<file path="src/sv/sds_pkg.sv">
`timescale 1ns / 1ps

package sds_pkg;

   // fixed register and result widths
   localparam int START_BITS    = 16;
   localparam int DISK_BITS     = 17;
   localparam int CSR_DATA_BITS = 17;
   localparam int SEEK_BITS     = 22;

   localparam logic [SEEK_BITS-1:0] SEEK_MAX = 22'd4194303;

   localparam logic [DISK_BITS-1:0] DISK_TRACKS_RESET = 17'd65536;

   typedef enum logic [1:0] {
      CSR_START_TRACK = 2'd0,
      CSR_DISK_TRACKS = 2'd1,
      CSR_SWEEP_RIGHT = 2'd2
   } csr_index_type;

   typedef enum logic [2:0] {
      ST_COLLECT = 3'b001,
      ST_SCAN    = 3'b010,
      ST_PICK    = 3'b100
   } state_type;

endpackage

</file>
<file path="src/sv/sds_ram.sv">
`timescale 1ns / 1ps

module sds_ram #(
   parameter int WIDTH     = 16,
   parameter int DEPTH     = 32,
   parameter int ADDR_BITS = (DEPTH > 1) ? $clog2(DEPTH) : 1
) (
   input  logic                 clock,
   input  logic                 wr_en,
   input  logic [ADDR_BITS-1:0] wr_addr,
   input  logic [WIDTH-1:0]     wr_data,
   input  logic [ADDR_BITS-1:0] rd_addr,
   output logic [WIDTH-1:0]     rd_data
);

   logic [WIDTH-1:0] mem [DEPTH];

   always_ff @(posedge clock) begin
      if (wr_en) begin
         mem[wr_addr] <= wr_data;
      end
      rd_data <= mem[rd_addr];
   end

endmodule

</file>
<file path="src/sv/scan_disk_scheduler_unit.sv">
`timescale 1ns / 1ps
// requests transfer in at one per cycle while the batch is collected into the request ram
// after the last request each visit costs one pass over the ram, which holds the n stored requests
// two more passes close the two sweeps
// a result is offered once the next visit is chosen or the batch ends, later if results stall
// no request is taken until the final result is loaded; then the next batch may start
// synchronous active-high reset clears control state and loads the register reset values
module scan_disk_scheduler_unit #(
   parameter int MAX_REQUESTS = 32,
   parameter int TRACK_BITS   = 16
) (
   input  logic                               clock,
   input  logic                               reset,
   // request channel
   input  logic                               req_valid,
   output logic                               req_ready,
   input  logic [TRACK_BITS-1:0]              req_request_track,
   input  logic                               req_last_request,
   // result channel
   output logic                               rsp_valid,
   input  logic                               rsp_ready,
   output logic [TRACK_BITS-1:0]              rsp_visit_track,
   output logic [sds_pkg::SEEK_BITS-1:0]      rsp_seek_total,
   output logic                               rsp_overflowed,
   output logic                               rsp_last_visit,
   // register writes
   input  logic                               csr_we,
   input  sds_pkg::csr_index_type             csr_index,
   input  logic [sds_pkg::CSR_DATA_BITS-1:0]  csr_wdata
);

   import sds_pkg::*;

   // index and count need room for the count itself; the extra code marks the end track
   localparam int IDX_W  = $clog2(MAX_REQUESTS + 1);
   localparam int ADDR_W = (MAX_REQUESTS > 1) ? $clog2(MAX_REQUESTS) : 1;
   localparam int KEY_W  = TRACK_BITS + IDX_W;
   localparam int EW     = (TRACK_BITS > DISK_BITS) ? TRACK_BITS : DISK_BITS;
   localparam int SUM_W  = ((TRACK_BITS > SEEK_BITS) ? TRACK_BITS : SEEK_BITS) + 1;

   localparam logic [IDX_W-1:0] COUNT_MAX = IDX_W'(MAX_REQUESTS);
   localparam logic [IDX_W-1:0] VIRT_IDX  = IDX_W'(MAX_REQUESTS);

   // configuration registers
   logic [START_BITS-1:0] start_ff;
   logic [DISK_BITS-1:0]  disk_ff;
   logic                  right_ff;

   always_ff @(posedge clock) begin
      if (reset) begin
         start_ff <= '0;
         disk_ff  <= DISK_TRACKS_RESET;
         right_ff <= 1'b0;
      end else if (csr_we) begin
         case (csr_index)
            CSR_START_TRACK: start_ff <= csr_wdata[START_BITS-1:0];
            CSR_DISK_TRACKS: disk_ff  <= csr_wdata[DISK_BITS-1:0];
            CSR_SWEEP_RIGHT: right_ff <= csr_wdata[0];
            default: ;
         endcase
      end
   end

   // start head and end track of a rightward sweep (zero size acts as one track)
   logic [TRACK_BITS-1:0] head0;
   logic [DISK_BITS-1:0]  tracks_eff;
   logic [EW-1:0]         end_wide;
   logic [TRACK_BITS-1:0] end_track;

   assign head0      = TRACK_BITS'(start_ff);
   assign tracks_eff = (disk_ff == '0) ? DISK_BITS'(1) : disk_ff;
   assign end_wide   = EW'(tracks_eff - DISK_BITS'(1));
   assign end_track  = (end_wide > EW'({TRACK_BITS{1'b1}})) ? {TRACK_BITS{1'b1}}
                                                            : TRACK_BITS'(end_wide);

   // control state
   state_type             state_ff, state_in;
   logic [IDX_W-1:0]      count_ff, count_in;
   logic                  drop_ff, drop_in;
   logic [IDX_W-1:0]      scan_idx_ff, scan_idx_in;
   logic                  rd_pend_ff, rd_pend_in;
   logic [IDX_W-1:0]      rd_idx_ff;
   logic                  phase_ff, phase_in;     // 0 first sweep, 1 after reversal
   logic                  first_ff, first_in;     // no visit yet in this sweep
   logic                  have_pend_ff, have_pend_in;
   logic                  best_found_ff, best_found_in;
   logic [KEY_W-1:0]      best_key_ff, best_key_in;
   logic [KEY_W-1:0]      prev_key_ff, prev_key_in;
   // head_now and seek_ff also hold the visit waiting for its last flag
   logic [TRACK_BITS-1:0] head_now_ff, head_now_in;
   logic [SEEK_BITS-1:0]  seek_ff, seek_in;

   // output register
   logic                  rsp_valid_ff, rsp_valid_in;
   logic [TRACK_BITS-1:0] rsp_visit_ff, rsp_visit_in;
   logic [SEEK_BITS-1:0]  rsp_seek_ff, rsp_seek_in;
   logic                  rsp_over_ff, rsp_over_in;
   logic                  rsp_last_ff, rsp_last_in;

   // request ram
   logic                  mem_we;
   logic                  rd_issue;
   logic [TRACK_BITS-1:0] rd_data;

   sds_ram #(
      .WIDTH (TRACK_BITS),
      .DEPTH (MAX_REQUESTS)
   ) u_store (
      .clock   (clock),
      .wr_en   (mem_we),
      .wr_addr (count_ff[ADDR_W-1:0]),
      .wr_data (req_request_track),
      .rd_addr (scan_idx_ff[ADDR_W-1:0]),
      .rd_data (rd_data)
   );

   // ascending while sweeping toward high tracks
   logic                  asc;
   logic [TRACK_BITS-1:0] virt_val;
   logic [KEY_W-1:0]      virt_key;
   logic                  virt_ok;
   logic [KEY_W-1:0]      cand_key;
   logic                  cand_side;
   logic                  cand_ok;
   logic                  cand_better;

   assign asc      = right_ff ^ phase_ff;
   assign virt_val = right_ff ? end_track : '0;
   assign virt_key = {virt_val, VIRT_IDX};
   // the end track only joins the first sweep
   assign virt_ok  = !phase_ff &&
                     (first_ff || (asc ? (virt_key > prev_key_ff) : (virt_key < prev_key_ff)));

   // keys order duplicates by store index, so each copy is visited once
   assign cand_key    = {rd_data, rd_idx_ff};
   assign cand_side   = asc ? (rd_data > head0) : (rd_data < head0);
   assign cand_ok     = cand_side &&
                        (first_ff || (asc ? (cand_key > prev_key_ff) : (cand_key < prev_key_ff)));
   assign cand_better = !best_found_ff ||
                        (asc ? (cand_key < best_key_ff) : (cand_key > best_key_ff));

   // seek distance to the chosen track, saturating
   logic [TRACK_BITS-1:0] best_val;
   logic [TRACK_BITS-1:0] seek_step;
   logic [SUM_W-1:0]      sum_w;
   logic [SEEK_BITS-1:0]  seek_next;

   assign best_val  = best_key_ff[KEY_W-1:IDX_W];
   assign seek_step = (best_val > head_now_ff) ? (best_val - head_now_ff)
                                               : (head_now_ff - best_val);
   assign sum_w     = SUM_W'(seek_ff) + SUM_W'(seek_step);
   assign seek_next = (sum_w > SUM_W'(SEEK_MAX)) ? SEEK_MAX : SEEK_BITS'(sum_w);

   logic out_free;
   logic push;
   logic push_last;

   assign out_free  = !rsp_valid_ff || rsp_ready;
   assign req_ready = (state_ff == ST_COLLECT);

   always_comb begin
      state_in      = state_ff;
      count_in      = count_ff;
      drop_in       = drop_ff;
      scan_idx_in   = scan_idx_ff;
      phase_in      = phase_ff;
      first_in      = first_ff;
      have_pend_in  = have_pend_ff;
      best_found_in = best_found_ff;
      best_key_in   = best_key_ff;
      prev_key_in   = prev_key_ff;
      head_now_in   = head_now_ff;
      seek_in       = seek_ff;
      mem_we        = 1'b0;
      rd_issue      = 1'b0;
      push          = 1'b0;
      push_last     = 1'b0;

      case (state_ff)
         ST_COLLECT: begin
            if (req_valid) begin
               if (count_ff < COUNT_MAX) begin
                  mem_we   = 1'b1;
                  count_in = count_ff + IDX_W'(1);
               end else begin
                  drop_in = 1'b1;
               end
               if (req_last_request) begin
                  state_in     = ST_SCAN;
                  phase_in     = 1'b0;
                  first_in     = 1'b1;
                  have_pend_in = 1'b0;
                  head_now_in  = head0;
                  seek_in      = '0;
                  scan_idx_in  = '0;
               end
            end
         end
         ST_SCAN: begin
            // first cycle of a pass seeds the best with the end track
            if (scan_idx_ff == '0 && !rd_pend_ff) begin
               best_found_in = virt_ok;
               best_key_in   = virt_key;
            end
            if (rd_pend_ff && cand_ok && cand_better) begin
               best_found_in = 1'b1;
               best_key_in   = cand_key;
            end
            if (scan_idx_ff < count_ff) begin
               rd_issue    = 1'b1;
               scan_idx_in = scan_idx_ff + IDX_W'(1);
            end
            if (scan_idx_ff == count_ff && !rd_pend_ff) begin
               state_in = ST_PICK;
            end
         end
         ST_PICK: begin
            if (best_found_ff) begin
               // the waiting visit goes out now that another one follows
               if (!have_pend_ff || out_free) begin
                  push         = have_pend_ff;
                  head_now_in  = best_val;
                  seek_in      = seek_next;
                  prev_key_in  = best_key_ff;
                  first_in     = 1'b0;
                  have_pend_in = 1'b1;
                  scan_idx_in  = '0;
                  state_in     = ST_SCAN;
               end
            end else if (!phase_ff) begin
               // reverse the sweep
               phase_in    = 1'b1;
               first_in    = 1'b1;
               scan_idx_in = '0;
               state_in    = ST_SCAN;
            end else if (out_free) begin
               push         = 1'b1;
               push_last    = 1'b1;
               have_pend_in = 1'b0;
               count_in     = '0;
               drop_in      = 1'b0;
               seek_in      = '0;
               state_in     = ST_COLLECT;
            end
         end
         default: begin
            state_in = ST_COLLECT;
         end
      endcase

      rd_pend_in = rd_issue;
   end

   always_comb begin
      rsp_valid_in = rsp_valid_ff;
      rsp_visit_in = rsp_visit_ff;
      rsp_seek_in  = rsp_seek_ff;
      rsp_over_in  = rsp_over_ff;
      rsp_last_in  = rsp_last_ff;
      if (push) begin
         rsp_valid_in = 1'b1;
         rsp_visit_in = head_now_ff;
         rsp_seek_in  = seek_ff;
         rsp_over_in  = drop_ff;
         rsp_last_in  = push_last;
      end else if (rsp_ready) begin
         rsp_valid_in = 1'b0;
      end
   end

   always_ff @(posedge clock) begin
      if (reset) begin
         state_ff      <= ST_COLLECT;
         count_ff      <= '0;
         drop_ff       <= 1'b0;
         scan_idx_ff   <= '0;
         rd_pend_ff    <= 1'b0;
         phase_ff      <= 1'b0;
         first_ff      <= 1'b1;
         have_pend_ff  <= 1'b0;
         best_found_ff <= 1'b0;
         head_now_ff   <= '0;
         seek_ff       <= '0;
         rsp_valid_ff  <= 1'b0;
      end else begin
         state_ff      <= state_in;
         count_ff      <= count_in;
         drop_ff       <= drop_in;
         scan_idx_ff   <= scan_idx_in;
         rd_pend_ff    <= rd_pend_in;
         phase_ff      <= phase_in;
         first_ff      <= first_in;
         have_pend_ff  <= have_pend_in;
         best_found_ff <= best_found_in;
         head_now_ff   <= head_now_in;
         seek_ff       <= seek_in;
         rsp_valid_ff  <= rsp_valid_in;
      end
   end

   // payload registers
   always_ff @(posedge clock) begin
      rd_idx_ff    <= scan_idx_ff;
      best_key_ff  <= best_key_in;
      prev_key_ff  <= prev_key_in;
      rsp_visit_ff <= rsp_visit_in;
      rsp_seek_ff  <= rsp_seek_in;
      rsp_over_ff  <= rsp_over_in;
      rsp_last_ff  <= rsp_last_in;
   end

   assign rsp_valid       = rsp_valid_ff;
   assign rsp_visit_track = rsp_visit_ff;
   assign rsp_seek_total  = rsp_seek_ff;
   assign rsp_overflowed  = rsp_over_ff;
   assign rsp_last_visit  = rsp_last_ff;

   // all reads of a pass are folded in before a visit is chosen
   a_pick_drained: assert property (@(posedge clock) disable iff (reset)
      (state_ff == ST_PICK) |-> !rd_pend_ff)
      else $error("visit chosen with a ram read outstanding");

   // requests are only dropped once the store is full
   a_drop_full: assert property (@(posedge clock) disable iff (reset)
      drop_ff |-> (count_ff == COUNT_MAX))
      else $error("drop flag set with room in the store");

   // final transfer ends the batch and empties the store
   a_last_ends: assert property (@(posedge clock) disable iff (reset)
      push_last |=> (state_ff == ST_COLLECT) && (count_ff == '0) && !drop_ff)
      else $error("batch not closed after final result");

   // no visit is left waiting while requests are collected
   a_no_stale: assert property (@(posedge clock) disable iff (reset)
      (state_ff == ST_COLLECT) |-> !have_pend_ff)
      else $error("pending visit while collecting");

endmodule

</file>
<file path="config.mk">
export PLATFORM = sky130hd
export DESIGN_NAME = scan_disk_scheduler_unit
export DESIGN_NICKNAME = d
export VERILOG_FILES = /design/src/sv/sds_pkg.sv /design/src/sv/sds_ram.sv /design/src/sv/scan_disk_scheduler_unit.sv
export SDC_FILE = /design/constraint.sdc
export NUM_CORES = 1
export LEC_CHECK = 0
export ABC_AREA = 1
export BUFFER_PORTS_ARGS = -buffer_cell sky130_fd_sc_hd__buf_4
export CAP_MARGIN = 20
export CELL_PAD_IN_SITES_DETAIL_PLACEMENT = 0
export CELL_PAD_IN_SITES_GLOBAL_PLACEMENT = 1
export CORE_MARGIN = 4
export CORE_UTILIZATION = 49
export CTS_CLUSTER_DIAMETER = 60
export CTS_CLUSTER_SIZE = 28
export DETAILED_ROUTE_END_ITERATION = 8
export GPL_ROUTABILITY_DRIVEN = 1
export GPL_TIMING_DRIVEN = 0
export PLACE_DENSITY_LB_ADDON = 0.1
export RECOVER_POWER = 50
export REMOVE_ABC_BUFFERS = 1
export SETUP_SLACK_MARGIN = 0.5
export SLEW_MARGIN = 20
export SYNTH_ARGS = -nofsm -noshare
export SYNTH_HDL_FRONTEND = slang
export SYNTH_HIERARCHICAL = 1
export SYNTH_SLANG_ARGS = --single-unit
export TNS_END_PERCENT = 10
</file>
<file path="constraint.sdc">
create_clock -name clock -period 6.1 [get_ports clock]
set_input_delay 0.305 -clock clock [delete_from_list [all_inputs] [get_ports clock]]
set_output_delay 0.305 -clock clock [all_outputs]
set_load 0.005 [all_outputs]
</file>
---- After elaboration in Yosys (flattened, before gate mapping) ----
Memories as Yosys holds them, arrays and structs flattened. A register that Yosys moved wholly into a read port is not among the register bits.
Cells that the tools add are included.
word-level totals
  register bits after elaboration ......... 184
  memory bits (writable) .................. 512
  input bits .............................. 41
  output and inout port bits .............. 42
  logic and storage cells ................. 183
  memories ................................ 1
operators by class
  add/sub/neg operators ................... 6
  $lt $le $gt $ge ......................... 13
  eq/ne operators ......................... 22
  multiplexer cells ....................... 78
  bitwise operators ....................... 3
  reductions and logical operators ........ 38
memory list
  memory       depth  width  read ports  clocked after Yosys merged registers in  wr ports  RTL line       source
  u_store.mem  32     16     1           1                                        1         sds_ram.sv:16  logic [WIDTH-1:0] mem [DEPTH];
operator list
  cell                                                             number
  two-way mux 22 bit                                               9
  two-way mux 16 bit                                               7
  greater-than comparator 22 bit                                   3
  < comparator 22 bit                                              3
  two-way mux 6 bit                                                11
  case mux 22 bit (2 select lines)                                 1
  two-way mux 1 bit                                                34
  greater-than comparator 16 bit                                   2
  case mux 16 bit (2 select lines)                                 1
  subtractor 16 bit                                                2
  AND reduction 6 bit                                              4
  adder 22 x 16 -> 23 bit                                          1
  greater-than comparator 23 x 22 -> 1 bit, second input constant  1
  two-way mux 3 bit                                                7
  inequality test 2 bit, second input constant                     9
  case mux 6 bit (3 select lines)                                  1
  greater-than comparator 17 x 16 -> 1 bit, second input constant  1
  zero test 17 bit                                                 1
  two-way mux 17 bit                                               1
  subtractor 17 x 1 -> 17 bit, second input constant               1
  < comparator 16 bit                                              1
  AND reduction 5 bit                                              3
  adder 6 x 1 -> 6 bit, second input constant                      2
  inequality test 3 bit, second input constant                     4
  other kinds (26)                                                 50

---- Logic depth before layout (Yosys ltp) ----
  depth after elaboration ................. 12
  depth in mapped cells ................... 31
  mapped depth without buffers ............ 30

---- By module ----
Netlist, hierarchy kept.
by module, submodules not included
  module                    instances  cells an instance  area an instance (um^2)  sequential area each (um^2)
  sds_ram                   1          1794               21255.4                  15695.1
  scan_disk_scheduler_unit  1          1615               12125.4                  4524.3

---- Worst setup path before layout ----
No wires, ideal clock.
  kind .................................... register to register
  start point ............................. reg best_key_ff[6]
  end point ............................... reg seek_ff[2]
  setup time .............................. 0.132 ns
  arrival ................................. 3.815 ns
  data required time ...................... 5.968 ns
  slack ................................... 2.153 ns
  cell stages (with the launch flop) ...... 30
  buffers on the path ..................... 2
  clock period less this slack ............ 3.947 ns
  path through ............................ edfxtp_1 inv_1 ha_1 inv_1 fa_1 nand3_1 nand2_1 a21oi_1 o21ai_0 nand2_1 nand3_1 nand2_2 inv_1 buf_4 nand2_1 nand2_1 xnor2_1 inv_1 ha_1 a21oi_1 o21ai_0 a21oi_1 nand2_1 a21oi_1 nor2_1 nand3_1 buf_2 o21ai_0 nand2_1 a21oi_1
between the ends
  longest elaborated chain between the ends .. 8
  elaborated cells between the ends (all ways) .. 10
  classes of those cells .................. add/sub (3); order compare (2); mux (5)
RTL lines
  element                                    RTL line                         source
  from (decl)                                scan_disk_scheduler_unit.sv:87   logic [KEY_W-1:0] best_key_ff, best_key_in;
  from (signal assigned)                     scan_disk_scheduler_unit.sv:304  best_key_ff <= best_key_in;
  subtractor 16 bit (tied with other cells)  scan_disk_scheduler_unit.sv:150  : (head_now_ff - best_val);
  two-way mux 16 bit *                       scan_disk_scheduler_unit.sv:149  assign seek_step = (best_val > head_now_ff) ? (best_val - head_now_ff)
  adder 22 x 16 -> 23 bit *                  scan_disk_scheduler_unit.sv:151  assign sum_w = SUM_W'(seek_ff) + SUM_W'(seek_step);
  greater-than comparator 23 x 22 -> 1 bit   scan_disk_scheduler_unit.sv:152  assign seek_next = (sum_w > SUM_W'(SEEK_MAX)) ? SEEK_MAX : SEEK_BITS'(sum_w);
  two-way mux 22 bit *                       scan_disk_scheduler_unit.sv:152
  two-way mux 22 bit *                       scan_disk_scheduler_unit.sv:220  if (!have_pend_ff || out_free) begin
  two-way mux 22 bit *                       scan_disk_scheduler_unit.sv:218  if (best_found_ff) begin
  case mux 22 bit (2 select lines) *         scan_disk_scheduler_unit.sv:179  case (state_ff)
  to (signal assigned)                       scan_disk_scheduler_unit.sv:296  seek_ff <= seek_in;
  to (decl)                                  scan_disk_scheduler_unit.sv:91   logic [SEEK_BITS-1:0] seek_ff, seek_in;
Mark *: on every way between the ends. The rest lies on a longest branch, timed or not. The select of a mux whose other input is x is not followed.
A chain may end at the register's enable or synchronous reset.

---- Final worst setup path ----
Ends and elaborated chain as after synthesis.

==> reports/qor.csv <==
metric,value,unit
status,"finished, violations left",
failing checks,"max-capacitance violations, max-slew violations",
"Core Util, Final",55.1,%
top_reg_cell synth,edfxtp_1,
Hold Crit Class,in -> reg,
Clock Power Share,25.2,%
vias per cell,5.46,
Iter 0 DRT Violations,1909,
row count,95,
Post-DP HPWL,57.7,mm
RSZ-0062 raised after global routing,false,
CP max stage delay,0.49,ns
die area,72400,um2
CP Data Arrival Time,5.63,ns
Post-Place Setup Slack,0.454,ns
min-delay src,reset,
DRT Pass-1 Iters,6,
share of the synthesized area in the top cell type,53.6,%
num ports,83,
CTS tree,done,
core footprint,67400,um2
Synth Area in Compound Gates,4.96,%
final wirelength,87.3,mm
most common cell in the netlist,nand2_1,
clock sink count,712,
crit path time final,5.09,ns
worst setup skew after layout,0.0402,ns
Worst setup SP type,flip-flop,
Synth area leader,edfxtp_1,
layout cell share with drive strength beyond 1,7.34,%
P_int,9.22,mW
post-synthesis adder-cell area fraction,5.17,%
Leakage Power,14.7,nW
Inserted Clock Buffers,53,
most frequent cells after synthesis,"nand2_1 (1,092), edfxtp_1 (596), nand3_1 (483)",
post-synthesis sequential area ratio,60.6,%
Final setup viols,0,
crit path max fanout,21,
Peak VDD IR,0.304,mV
Setup crit start,best_key_ff[6]$_DFFE_PP_,
Hold Slack,0.120,ns
PortBufs,82,
Horiz. Die Dim,269,um
largest net degree at the start of global routing,133,
required time worst endpoint,6.64,ns
CP endpoint kind,flip-flop,
pwr dens,411,nW/um2
root buffer cell,clkbuf_16,
multiplexer area fraction after synthesis,0,%
CP max-delay cell,edfxtp_1,
Initial Utilization,49.5,%
warnings from Yosys,6,
GRT Total Usage,24.0,%
Switch Pwr,6.03,mW
Overflow after GRT,0,
cell area after synthesis,33400,um2
Clock Path Buffers,3,
Slew headroom,-46.9,%
Seq pwr share,38.8,%
vias in the first global route,22985,
clk slew on worst S/H paths,0.07,ns
syn_area_per_cell,9.79,um2
simple-gate share of the synthesized area,22.6,%
Antenna diodes,0,
Worst Setup Path Type,reg -> reg,
async set-reset flop share out of synthesis,0,%
initial antenna violation count,0,
Wirelength per Cell,19.9,um
vias post-DR,23941,
first-pass GRT wire length,133,mm
final count of pins violating max slew,420,
crit share post-route,83.4,%
DR DRC count,0,
clock latency on the worst-skew pair,0.65,ns
fmax,0.197,GHz
Nets,3646,
Post-synth EDFFs,596,
xor/xnor share of the synthesized area,1.07,%
RePlAce Congestion,0.865,
P&R area growth vs syn,11.3,%
largest family of logic cells by synthesized area,simple AND/OR/NAND/NOR gates,
Post-Syn Instances,3409,
"most used cell, CP",nand2_1,
Die Ht,269,um
"Hold Vio Cnt, Final",0,
slack of the critical path,1.01,ns
maxcap violations,16,
H-tree depth,2,
DRT antenna net count,0,
Synth area leaders,"edfxtp_1 (54%), nand2_1 (12%), nand3_1 (7.2%)",
Worst R2R Start,best_key_ff[6]$_DFFE_PP_,
switching portion of total power,39.5,%
number of library cell types mapped by synthesis,45,
Slew @ Worst Pin,2.20,ns
combinational power share,36.0,%
synthesized flop and latch total,712,
[kinds of logic (layout without fill, tap and decap cells)]
kind of cell,Yosys count,after routing
AND/OR/NAND/NOR,1807,1807
flip-flops,712,712
buffers and inverters,405,510
AO/OA/AOI/OAI,309,309
adder cells (fa/ha/maj),136,136
XOR/XNOR,40,40
[cell usage in the layout, fill, tap and decap left out, types with 10 or more instances in the layout]
master	count
dlygate4sd3_1	21
nand3_1	481
buf_6	17
xor2_1	29
dfxtp_1	116
nor2_1	141
buf_8	15
a21oi_1	146
clkbuf_16	54
ha_1	133
a31oi_1	22
o21ai_0	108
xnor2_1	10
clkbuf_1	21
clkbuf_4	39
buf_4	26
nand2_1	1092
inv_1	250
nor3_1	26
nor2_2	26
nand4_1	18
edfxtp_1	596
[routing by layer]
metal | vias to the layer above | track usage (%) | share of wire, %
met5 | - | 0 | 0
met4 | 0 | 7.11 | 3.0
met3 | 136 | 2.28 | 4.9
met2 | 605 | 41.6 | 49
met1 | 11530 | 32.4 | 43
li1 | 11670 | - | -
[registers in the layout (all words and copies together), names as in the netlist, 3 cells and up]
signal / cells
rsp_seek_total: 22
scan_idx_ff: 6
prev_key_ff: 22
head_now_ff: 16
rd_idx_ff: 6
u_store/mem: 512
best_key_ff: 22
u_store/rd_data: 16
count_ff: 6
rsp_visit_track: 16
disk_ff: 17
state_ff: 3
seek_ff: 22
head0: 16
[stage by stage]
| step | total power [mW] | instances | instance area [um2] | setup TNS [ns] |
|---|---|---|---|---|
| 6_report | 15.3 | 4387 | 37200 | 0 |
| 5_1_grt | 16.3 | 4387 | 37200 | 0 |
| 4_1_cts | 15.3 | 4383 | 37200 | 0 |
| 3_5_place_dp | 11.5 | 4262 | 35100 | 0 |
| 3_3_place_gp | 9.55 | 4216 | 34200 | -269.65 |
| 2_1_floorplan | 9.76 | 3261 | 32500 | -31.26 |
[critical path: cells and delay by family, from the launching register on]
kind	cells	cell delay, ns
AO/OA/AOI/OAI	7	1.24
XOR/XNOR	1	0.13
adder cells (fa/ha/maj)	3	0.92
buffers and inverters	5	0.64
flip-flops	1	0.49
AND/OR/NAND/NOR	12	1.57
[final cells by class]
type                    instances  area (um2)
repair buffers                153        1530
flip-flops and latches        712       20200
well taps                     873        1090
inverters                     257         991
clock inverters                45         571
clock buffers                  55        1370
multi-input cells            2292       11400
fillers                      5967       30200
[repair_timing]
action / CTS / global route
setup endpoints to repair: 11 / 22
endpoints found under the hold margin: 26 / 0
gates cloned: 0 / 0
hold buffers: 21 / 0
gates resized for setup: 1 / 3
buffers inserted: 0 / 4
[power groups by stage]
stage	Sequential, mW	Clock (mW)	Combinational, mW
floorplan	6.02	0	3.74
global placement	6.11	0	3.45
detailed placement	6.04	0	5.43
CTS	5.93	3.93	5.47
global route	5.95	4.12	6.23
finish	5.93	3.85	5.49
[path summary, 6_finish.rpt]
check,to,slack (ns),cells past startpoint
min reg2reg,rd_idx_ff[5]$_DFF_P_,0.42,0
max reg2reg,seek_ff[2]$_SDFFE_PP0P_,1.01,28
min,have_pend_ff$_SDFFE_PP0P_,0.12,2
max,seek_ff[2]$_SDFFE_PP0P_,1.01,28
No activity file was read; power rests on OpenSTA's default activity.
